File: config.mk
export PLATFORM = sky130hd
export DESIGN_NAME = sha256_byte_stream_hasher_unit
export DESIGN_NICKNAME = d
export VERILOG_FILES = /design/src/rtl/shb_pkg.sv /design/src/rtl/shb_round.sv /design/src/rtl/sha256_byte_stream_hasher_unit.sv
export VERILOG_INCLUDE_DIRS = /design/src /design/src/rtl
export SDC_FILE = /design/constraint.sdc
export NUM_CORES = 2
export LEC_CHECK = 0
export BUFFER_PORTS_ARGS = -buffer_cell sky130_fd_sc_hd__buf_2
export CAP_MARGIN = 20
export CORE_MARGIN = 2
export CORE_UTILIZATION = 59
export CTS_BUF_LIST = sky130_fd_sc_hd__clkbuf_8 sky130_fd_sc_hd__clkbuf_16
export CTS_CLUSTER_SIZE = 24
export DETAILED_ROUTE_END_ITERATION = 10
export PLACE_DENSITY = 0.87
export SETUP_SLACK_MARGIN = 0.15
export SLEW_MARGIN = 20
export SYNTH_ARGS = -nofsm -noshare
export SYNTH_HDL_FRONTEND = slang
export SYNTH_SLANG_ARGS = --single-unit
File: constraint.sdc
create_clock -name clk -period 31.3 [get_ports clk]
set_input_delay 3.13 -clock clk [delete_from_list [all_inputs] [get_ports clk]]
set_output_delay 3.13 -clock clk [all_outputs]
set_load 0.02 [all_outputs]
File: src/rtl/sha256_byte_stream_hasher_unit_defines.svh
// Assertion macros shared by the hasher RTL.
`ifndef SHA256_BYTE_STREAM_HASHER_UNIT_DEFINES_SVH
`define SHA256_BYTE_STREAM_HASHER_UNIT_DEFINES_SVH

// Antecedent and consequent hold in the same cycle.
`define SHB_ASSERT_SAME(name, ante, cons, msg) \
    name: assert property (@(posedge clk) disable iff (!rst_n) (ante) |-> (cons)) \
        else $error(msg);

// Consequent holds in the cycle after the antecedent.
`define SHB_ASSERT_NEXT(name, ante, cons, msg) \
    name: assert property (@(posedge clk) disable iff (!rst_n) (ante) |=> (cons)) \
        else $error(msg);

`endif

File: src/rtl/shb_pkg.sv
`default_nettype none

package shb_pkg;

    // Eight 32-bit words: hash state, working variables or digest.
    typedef logic [7:0][31:0] work_t;

    // One 64-byte block, first byte in the top bits.
    typedef logic [511:0] block_t;

    typedef enum logic [2:0] {
        ST_IDLE,
        ST_ROUND,
        ST_UPDATE,
        ST_PAD,
        ST_DONE
    } state_t;

    // Where the sequencer goes after a compression.
    typedef enum logic [1:0] {
        RET_IDLE,
        RET_PAD,
        RET_DONE
    } ret_t;

    localparam logic [1:0] ACT_DATA   = 2'd0;
    localparam logic [1:0] ACT_LAST   = 2'd1;
    localparam logic [1:0] ACT_FINISH = 2'd2;

    localparam logic [7:0] PAD_BYTE      = 8'h80;
    localparam logic [5:0] LEN_POS       = 6'd56;
    localparam logic [5:0] LAST_POS      = 6'd63;
    localparam logic [5:0] LAST_ROUND    = 6'd63;
    localparam logic [2:0] LAST_WORD_IDX = 3'd7;

    localparam work_t H_INIT = {
        32'h5be0cd19, 32'h1f83d9ab, 32'h9b05688c, 32'h510e527f,
        32'ha54ff53a, 32'h3c6ef372, 32'hbb67ae85, 32'h6a09e667
    };

    function automatic logic [31:0] round_k(input logic [5:0] idx);
        logic [31:0] k;
        case (idx)
            6'd0:  k = 32'h428a2f98;
            6'd1:  k = 32'h71374491;
            6'd2:  k = 32'hb5c0fbcf;
            6'd3:  k = 32'he9b5dba5;
            6'd4:  k = 32'h3956c25b;
            6'd5:  k = 32'h59f111f1;
            6'd6:  k = 32'h923f82a4;
            6'd7:  k = 32'hab1c5ed5;
            6'd8:  k = 32'hd807aa98;
            6'd9:  k = 32'h12835b01;
            6'd10: k = 32'h243185be;
            6'd11: k = 32'h550c7dc3;
            6'd12: k = 32'h72be5d74;
            6'd13: k = 32'h80deb1fe;
            6'd14: k = 32'h9bdc06a7;
            6'd15: k = 32'hc19bf174;
            6'd16: k = 32'he49b69c1;
            6'd17: k = 32'hefbe4786;
            6'd18: k = 32'h0fc19dc6;
            6'd19: k = 32'h240ca1cc;
            6'd20: k = 32'h2de92c6f;
            6'd21: k = 32'h4a7484aa;
            6'd22: k = 32'h5cb0a9dc;
            6'd23: k = 32'h76f988da;
            6'd24: k = 32'h983e5152;
            6'd25: k = 32'ha831c66d;
            6'd26: k = 32'hb00327c8;
            6'd27: k = 32'hbf597fc7;
            6'd28: k = 32'hc6e00bf3;
            6'd29: k = 32'hd5a79147;
            6'd30: k = 32'h06ca6351;
            6'd31: k = 32'h14292967;
            6'd32: k = 32'h27b70a85;
            6'd33: k = 32'h2e1b2138;
            6'd34: k = 32'h4d2c6dfc;
            6'd35: k = 32'h53380d13;
            6'd36: k = 32'h650a7354;
            6'd37: k = 32'h766a0abb;
            6'd38: k = 32'h81c2c92e;
            6'd39: k = 32'h92722c85;
            6'd40: k = 32'ha2bfe8a1;
            6'd41: k = 32'ha81a664b;
            6'd42: k = 32'hc24b8b70;
            6'd43: k = 32'hc76c51a3;
            6'd44: k = 32'hd192e819;
            6'd45: k = 32'hd6990624;
            6'd46: k = 32'hf40e3585;
            6'd47: k = 32'h106aa070;
            6'd48: k = 32'h19a4c116;
            6'd49: k = 32'h1e376c08;
            6'd50: k = 32'h2748774c;
            6'd51: k = 32'h34b0bcb5;
            6'd52: k = 32'h391c0cb3;
            6'd53: k = 32'h4ed8aa4a;
            6'd54: k = 32'h5b9cca4f;
            6'd55: k = 32'h682e6ff3;
            6'd56: k = 32'h748f82ee;
            6'd57: k = 32'h78a5636f;
            6'd58: k = 32'h84c87814;
            6'd59: k = 32'h8cc70208;
            6'd60: k = 32'h90befffa;
            6'd61: k = 32'ha4506ceb;
            6'd62: k = 32'hbef9a3f7;
            6'd63: k = 32'hc67178f2;
            default: k = 32'h0;
        endcase
        return k;
    endfunction

endpackage

`default_nettype wire

File: src/rtl/shb_round.sv
`default_nettype none

// One SHA-256 round plus one message schedule step.
module shb_round (
    input  wire shb_pkg::work_t  work,
    input  wire shb_pkg::block_t window,
    input  wire logic [31:0]     k,
    output shb_pkg::work_t       work_out,
    output logic [31:0]          w_new
);
    import shb_pkg::*;

    function automatic logic [31:0] rotr(input logic [31:0] x, input int n);
        return (x >> n) | (x << (32 - n));
    endfunction

    logic [31:0] w0;
    logic [31:0] w1;
    logic [31:0] w9;
    logic [31:0] w14;
    logic [31:0] big_s0;
    logic [31:0] big_s1;
    logic [31:0] ch;
    logic [31:0] maj;
    logic [31:0] t1;
    logic [31:0] t2;
    logic [31:0] sm0;
    logic [31:0] sm1;

    // Word j of the 16-word window sits at bits 511-32j downward.
    assign w0  = window[511:480];
    assign w1  = window[479:448];
    assign w9  = window[223:192];
    assign w14 = window[63:32];

    assign big_s1 = rotr(work[4], 6) ^ rotr(work[4], 11) ^ rotr(work[4], 25);
    assign big_s0 = rotr(work[0], 2) ^ rotr(work[0], 13) ^ rotr(work[0], 22);
    assign ch     = (work[4] & work[5]) ^ (~work[4] & work[6]);
    assign maj    = (work[0] & work[1]) ^ (work[0] & work[2]) ^ (work[1] & work[2]);
    assign t1     = work[7] + big_s1 + ch + k + w0;
    assign t2     = big_s0 + maj;

    assign sm0   = rotr(w1, 7) ^ rotr(w1, 18) ^ (w1 >> 3);
    assign sm1   = rotr(w14, 17) ^ rotr(w14, 19) ^ (w14 >> 10);
    assign w_new = sm1 + w9 + sm0 + w0;

    always_comb
    begin
        work_out[7] = work[6];
        work_out[6] = work[5];
        work_out[5] = work[4];
        work_out[4] = work[3] + t1;
        work_out[3] = work[2];
        work_out[2] = work[1];
        work_out[1] = work[0];
        work_out[0] = t1 + t2;
    end

endmodule

`default_nettype wire

File: src/rtl/sha256_byte_stream_hasher_unit.sv
`default_nettype none

// SHA-256 hasher fed one message byte per input transfer. The action code in s_tuser
// says whether the byte is plain data, the final byte, or a finish with no byte. A byte
// that completes a 64-byte block starts a compression: 64 rounds on one shared round
// unit at one round per cycle, then a fold of the result into the hash state. A finish
// writes the padding one byte per cycle into the block, from the fill point to the block
// end, runs one or two such compressions, and then moves the digest into an output
// buffer. The digest leaves as eight output transfers, most significant word first, with
// tlast on the eighth. The output buffer lets the next message stream in while the
// digest is still being taken; a second finish waits only if the previous digest has not
// fully drained. s_tready is low while the round unit or the padding sequencer is busy.
// The bit length wraps modulo 2^64, and an unused action code is accepted and ignored.
module sha256_byte_stream_hasher_unit (
    input  wire  logic        clk,
    input  wire  logic        rst_n,
    input  wire  logic        s_tvalid,
    output logic              s_tready,
    input  wire  logic [7:0]  s_tdata,   // data_byte [7:0]
    input  wire  logic [1:0]  s_tuser,   // action [1:0]
    output logic              m_tvalid,
    input  wire  logic        m_tready,
    output logic [39:0]       m_tdata,   // digest_word [31:0], word_index [34:32], zeros
    output logic              m_tlast    // last_word
);
    import shb_pkg::*;

    `include "sha256_byte_stream_hasher_unit_defines.svh"

    state_t      state_reg, state_next;
    ret_t        ret_reg, ret_next;
    logic [5:0]  round_reg, round_next;
    logic [5:0]  fill_reg, fill_next;
    logic [60:0] len_reg, len_next;
    logic        sent80_reg, sent80_next;
    logic        len_ok_reg, len_ok_next;
    logic        out_busy_reg, out_busy_next;
    logic [2:0]  out_idx_reg, out_idx_next;

    block_t      blk_reg, blk_next;
    work_t       hash_reg, hash_next;
    work_t       work_reg, work_next;
    work_t       digest_reg, digest_next;

    work_t       round_work;
    logic [31:0] round_w;
    logic [63:0] bit_len;
    logic [7:0]  pad_byte;
    logic        in_xfer;
    logic        is_byte;
    logic        blk_full;

    shb_round u_round (
        .work     (work_reg),
        .window   (blk_reg),
        .k        (round_k(round_reg)),
        .work_out (round_work),
        .w_new    (round_w)
    );

    assign s_tready = (state_reg == ST_IDLE);
    assign in_xfer  = s_tvalid && s_tready;
    assign is_byte  = (s_tuser == ACT_DATA) || (s_tuser == ACT_LAST);
    assign blk_full = (fill_reg == LAST_POS);
    assign bit_len  = {len_reg, 3'b000};

    // Padding byte for the current fill position: the marker byte first, then zeros,
    // with the big-endian bit length in the last eight positions of the final block.
    always_comb
    begin
        if (!sent80_reg)
        begin
            pad_byte = PAD_BYTE;
        end
        else if (len_ok_reg && (fill_reg >= LEN_POS))
        begin
            pad_byte = bit_len[{~fill_reg[2:0], 3'b000} +: 8];
        end
        else
        begin
            pad_byte = 8'h00;
        end
    end

    // Next state of the sequencer.
    always_comb
    begin
        state_next = state_reg;
        case (state_reg)
            ST_IDLE:
            begin
                if (in_xfer)
                begin
                    if (is_byte && blk_full)
                    begin
                        state_next = ST_ROUND;
                    end
                    else if ((s_tuser == ACT_LAST) || (s_tuser == ACT_FINISH))
                    begin
                        state_next = ST_PAD;
                    end
                end
            end
            ST_ROUND:
            begin
                if (round_reg == LAST_ROUND)
                begin
                    state_next = ST_UPDATE;
                end
            end
            ST_UPDATE:
            begin
                case (ret_reg)
                    RET_PAD:  state_next = ST_PAD;
                    RET_DONE: state_next = ST_DONE;
                    default:  state_next = ST_IDLE;
                endcase
            end
            ST_PAD:
            begin
                if (blk_full)
                begin
                    state_next = ST_ROUND;
                end
            end
            ST_DONE:
            begin
                if (!out_busy_reg)
                begin
                    state_next = ST_IDLE;
                end
            end
            default: state_next = ST_IDLE;
        endcase
    end

    // Datapath and output buffer updates.
    always_comb
    begin
        ret_next      = ret_reg;
        round_next    = round_reg;
        fill_next     = fill_reg;
        len_next      = len_reg;
        sent80_next   = sent80_reg;
        len_ok_next   = len_ok_reg;
        out_busy_next = out_busy_reg;
        out_idx_next  = out_idx_reg;
        blk_next      = blk_reg;
        hash_next     = hash_reg;
        work_next     = work_reg;
        digest_next   = digest_reg;

        case (state_reg)
            ST_IDLE:
            begin
                if (in_xfer && is_byte)
                begin
                    blk_next  = {blk_reg[503:0], s_tdata};
                    fill_next = fill_reg + 6'd1;
                    len_next  = len_reg + 61'd1;
                    if (blk_full)
                    begin
                        work_next  = hash_reg;
                        round_next = 6'd0;
                        ret_next   = (s_tuser == ACT_LAST) ? RET_PAD : RET_IDLE;
                    end
                end
            end
            ST_ROUND:
            begin
                work_next  = round_work;
                blk_next   = {blk_reg[479:0], round_w};
                round_next = round_reg + 6'd1;
            end
            ST_UPDATE:
            begin
                for (int i = 0; i < 8; i++)
                begin
                    hash_next[i] = hash_reg[i] + work_reg[i];
                end
            end
            ST_PAD:
            begin
                blk_next  = {blk_reg[503:0], pad_byte};
                fill_next = fill_reg + 6'd1;
                if (!sent80_reg)
                begin
                    sent80_next = 1'b1;
                    len_ok_next = (fill_reg < LEN_POS);
                end
                if (blk_full)
                begin
                    work_next  = hash_reg;
                    round_next = 6'd0;
                    if (sent80_reg && len_ok_reg)
                    begin
                        ret_next = RET_DONE;
                    end
                    else
                    begin
                        // The marker landed too late for the length: one more block.
                        ret_next    = RET_PAD;
                        len_ok_next = 1'b1;
                    end
                end
            end
            ST_DONE:
            begin
                if (!out_busy_reg)
                begin
                    digest_next   = hash_reg;
                    hash_next     = H_INIT;
                    len_next      = '0;
                    fill_next     = '0;
                    sent80_next   = 1'b0;
                    len_ok_next   = 1'b0;
                    out_busy_next = 1'b1;
                    out_idx_next  = '0;
                end
            end
            default:
            begin
            end
        endcase

        // The output side drains independently; a new digest loads only when idle.
        if (out_busy_reg && m_tready)
        begin
            out_idx_next = out_idx_reg + 3'd1;
            if (out_idx_reg == LAST_WORD_IDX)
            begin
                out_busy_next = 1'b0;
            end
        end
    end

    always_ff @(posedge clk or negedge rst_n)
    begin
        if (!rst_n)
        begin
            state_reg    <= ST_IDLE;
            ret_reg      <= RET_IDLE;
            round_reg    <= '0;
            fill_reg     <= '0;
            len_reg      <= '0;
            sent80_reg   <= 1'b0;
            len_ok_reg   <= 1'b0;
            out_busy_reg <= 1'b0;
            out_idx_reg  <= '0;
            hash_reg     <= H_INIT;
        end
        else
        begin
            state_reg    <= state_next;
            ret_reg      <= ret_next;
            round_reg    <= round_next;
            fill_reg     <= fill_next;
            len_reg      <= len_next;
            sent80_reg   <= sent80_next;
            len_ok_reg   <= len_ok_next;
            out_busy_reg <= out_busy_next;
            out_idx_reg  <= out_idx_next;
            hash_reg     <= hash_next;
        end
    end

    always_ff @(posedge clk)
    begin
        blk_reg    <= blk_next;
        work_reg   <= work_next;
        digest_reg <= digest_next;
    end

    assign m_tvalid = out_busy_reg;
    assign m_tdata  = {5'b00000, out_idx_reg, digest_reg[out_idx_reg]};
    assign m_tlast  = (out_idx_reg == LAST_WORD_IDX);

    `SHB_ASSERT_NEXT(a_digest_ends, m_tvalid && m_tready && m_tlast, !m_tvalid,
        "digest did not end after its last word")
    `SHB_ASSERT_NEXT(a_round_steps, (state_reg == ST_ROUND) && (round_reg != LAST_ROUND),
        (state_reg == ST_ROUND) && (round_reg == $past(round_reg) + 6'd1),
        "round counter skipped or left early")
    `SHB_ASSERT_NEXT(a_full_block_compresses, in_xfer && is_byte && blk_full,
        state_reg == ST_ROUND, "full block did not start a compression")
    `SHB_ASSERT_SAME(a_fill_tracks_len, state_reg == ST_IDLE, fill_reg == len_reg[5:0],
        "block fill point lost track of the byte count")

endmodule

`default_nettype wire
==> flow_metrics.env <==
export IMPL_outcome="completed"
export IMPL_fin_crit_ps=9780
export IMPL_synth_mux_area_share_pct=3.32
export IMPL_cap_violations=0
export IMPL_yosysTopAreaCell="edfxtp_1"
export IMPL_clock_latency_ps=820
export IMPL_synth_top_family_by_area="simple AND/OR/NAND/NOR gates"
export IMPL_groute_layer_met1_usage_pct=48.9
export IMPL_crit_type="reg2reg"
export IMPL_antenna_found_initial=0
export IMPL_synth_compound_area_share_pct=11.7
export IMPL_synthFlopType="edfxtp_1"
export IMPL_clockBufferDepth=3
export IMPL_setup_violations=0
export IMPL_min_path_type="reg2reg"
export IMPL_dr_total_vias=64200
export IMPL_post_route_cells_drive_above_1_share_pct=7.83
export IMPL_clkTransAtPathRegs_ps=60
export IMPL_fin_cells=10200
export IMPL_crit_top_cell="a21oi_1"
export IMPL_fin_ws_ps=21520
export IMPL_grt_pass1_vias=61900
export IMPL_synth_top_cells_by_area="edfxtp_1 (37%), nand2_1 (10%), dfrtp_1 (6.2%), ha_1 (6.1%), fa_1 (4.7%)"
export IMPL_seq_area_frac_synth_pct=47.5
export IMPL_routabilityCongestion=1.01
export IMPL_core_area_um2=140000
export IMPL_top_usage_layer="met2"
export IMPL_cp_required_ps=31940
export IMPL_core_rowCount=137
export IMPL_cts_tree="done"
export IMPL_wirelength_um=247000
export IMPL_synth_cells=8414
export IMPL_die_h_um=379
export IMPL_relSlewSlack_pct=18.4
export IMPL_ios=57
export IMPL_drtPass1Iterations=7
export IMPL_endpoint_kind="flip-flop"
export IMPL_synth_xor_area_share_pct=6.73
export IMPL_synth_simple_gate_area_share_pct=15.7
export IMPL_grt_use_met2_pct=50.7
export IMPL_period_share_pct=31.2
export IMPL_ys_ff_latch=1364
export IMPL_min_path_cells=0
export IMPL_yosysWarnings=0
export IMPL_cpMaxStageDelayCell="a2111oi_0"
export IMPL_io_buffers=51
export IMPL_hold_buffers=0
export IMPL_synth_edf_count=1024
export IMPL_start_util_pct=59.5
export IMPL_cts_buffers=147
export IMPL_arrival_ps=10420
export IMPL_wl_per_cell_um=24.2
export IMPL_cp_start_kind="flip-flop"
export IMPL_hpwlAfterDp_um=174000
export IMPL_cts_repair_resized=0
export IMPL_placedCellCount=9968
export IMPL_synth_async_reset_ratio_pct=24.9
export IMPL_drc=0
export IMPL_cts_setup_buffers=0
export IMPL_fillers=10800
export IMPL_pre_cts_slack_ps=21820
export IMPL_yosys_area_share_adder_pct=11.1
export IMPL_final_max_slew_viol_count=0
export IMPL_drt_iter0_drc=8181
export IMPL_largest_reg_flops=512
export IMPL_die_area_um2=144000
export IMPL_fin_setup_tns_ps=0
export IMPL_h_tree_depth=4
export IMPL_avgSynthCellArea_um2=9.86
export IMPL_synthToLayoutAreaGrowth_pct=7.79
export IMPL_postRouteAntennaNets=0
export IMPL_fp_dieW_um=379
export IMPL_syn_area_um2=83000
export IMPL_crit_path_max_incr_delay_ps=910
export IMPL_drt_vias_per_instance=6.27
export IMPL_reg2reg_depth=32
export IMPL_track_usage_pct=34.4
export IMPL_grt_use_met3_pct=8.36
export IMPL_ys_types=89
export IMPL_worst_pin_slew_ps=1220
export IMPL_cts_sinks=1364
export IMPL_max_freq_mhz=102
export IMPL_grt_first_pass_wirelength_um=375000
export IMPL_synth_top_area_share_pct=37.1
export IMPL_fin_skew_ps=36.2
export IMPL_grt_overflow_total=0
export IMPL_rsz0062_at_grt="no"
export IMPL_critPathMaxFanout=52
export IMPL_grt_start_max_net_pins=255
export IMPL_hold_viol=0
export IMPL_clockRootBuffer="clkbuf_16"
export IMPL_final_nets=8853
-- cells in the mapped netlist (26+ instances only) --
library cell and instances:
a21o_1 185, fa_1 195, xor2_1 265, buf_1 41, and3_1 50, mux2_2 42, a21oi_1 459, o211ai_1 36
a211oi_1 31, o31ai_1 35, a31oi_1 51, o21bai_1 42, nor2b_1 56, dfrtp_1 204, nor3_1 90, maj3_1 30
o21ai_0 543, or3_1 26, nand2_1 2277, clkbuf_1 406, o21a_1 41, nand4_1 31, nand2b_1 75, xnor2_1 370
dfstp_2 136, nor2_1 341, nand3_1 146, mux4_2 83, mux2i_1 41, ha_1 402, inv_1 394, edfxtp_1 1024
-- per-layer routing --
metal	routed length, um	part of all wire, %
met1	99300	40
met2	108000	44
met3	28700	12
met4	11500	4.7
met5	0	0
-- worst max-delay path, delay by kind of cell, from the launching register on --
| family | cells | cell delay [ps] |
|---|---|---|
| buf+inv | 4 | 1380 |
| simple gates | 3 | 370 |
| flops | 1 | 340 |
| xor+xnor | 2 | 490 |
| compound gates | 19 | 5330 |
| fa+ha+maj | 4 | 1680 |
-- placed cells by master (no fill, tap or decap), types with 30 or more instances in the layout --
cell,n
ha_1,402
a21oi_1,459
a211oi_1,31
inv_1,437
clkbuf_16,149
nand2b_1,74
nor2_1,338
o31ai_1,35
xor2_1,265
o21ai_0,541
mux2_2,42
buf_4,66
buf_2,50
mux4_2,83
maj3_1,30
fa_1,195
a31oi_1,51
edfxtp_1,1024
a21o_1,185
nand2_1,2275
dfrtp_1,197
nor3_1,89
and3_1,50
nor2b_1,56
dfstp_2,136
nand4_1,31
o21bai_1,42
nand3_1,146
mux2i_1,41
o211ai_1,36
xnor2_1,370
o21a_1,41
-- worst paths after layout --
kind | endpoint | slack [ps] | start
min in group asynchronous | hash_reg[94]$_DFFE_PN0P_ | 2270 | rst_n
worst max register to register | work_reg[31]$_DFFE_PP_ | 21520 | round_reg[2]$_DFFE_PN0P_
worst min-delay path | digest_reg[95]$_DFFE_PP_ | 480 | hash_reg[95]$_DFFE_PN0P_
worst max-delay path | work_reg[31]$_DFFE_PP_ | 21520 | round_reg[2]$_DFFE_PN0P_
worst min register to register | digest_reg[95]$_DFFE_PP_ | 480 | hash_reg[95]$_DFFE_PN0P_
max in group asynchronous | round_reg[3]$_DFFE_PN0P_ | 26300 | rst_n
-- cell families after synthesis --
family / after synthesis
adder cells (fa/ha/maj): 627
XOR/XNOR: 636
other: 1
AO/OA/AOI/OAI: 1605
multiplexers: 166
buffers and inverters: 849
flip-flops: 1364
AND/OR/NAND/NOR: 3166
-- area by class of cell --
| class | count | area, um2 | share of cell area, % |
|---|---|---|---|
| Tap cell | 1876 | 2350 | 2.62 |
| Sequential cell | 1364 | 39400 | 44.1 |
| Inverter | 396 | 1500 | 1.68 |
| Timing Repair Buffer | 128 | 953 | 1.07 |
| Clock inverter | 113 | 927 | 1.04 |
| Multi-Input combinational cell | 6205 | 40400 | 45.2 |
| Clock buffer | 158 | 3850 | 4.31 |
| Antenna cell | 2 | 5.00 | 0.00559 |
-- through the flow --
step	cell area, um2	hold WS, ps	util [%]
finish	89500	484	64.1
global route	89500	515	64.1
CTS	89400	489	64.1
detailed placement	84600	485	60.7
global placement	84600	486	60.7
floorplan	83000	462	-
Power is left out: the tool's default activity adds up to more than one toggle a clock period on the data nets, which glitch-free logic cannot reach.
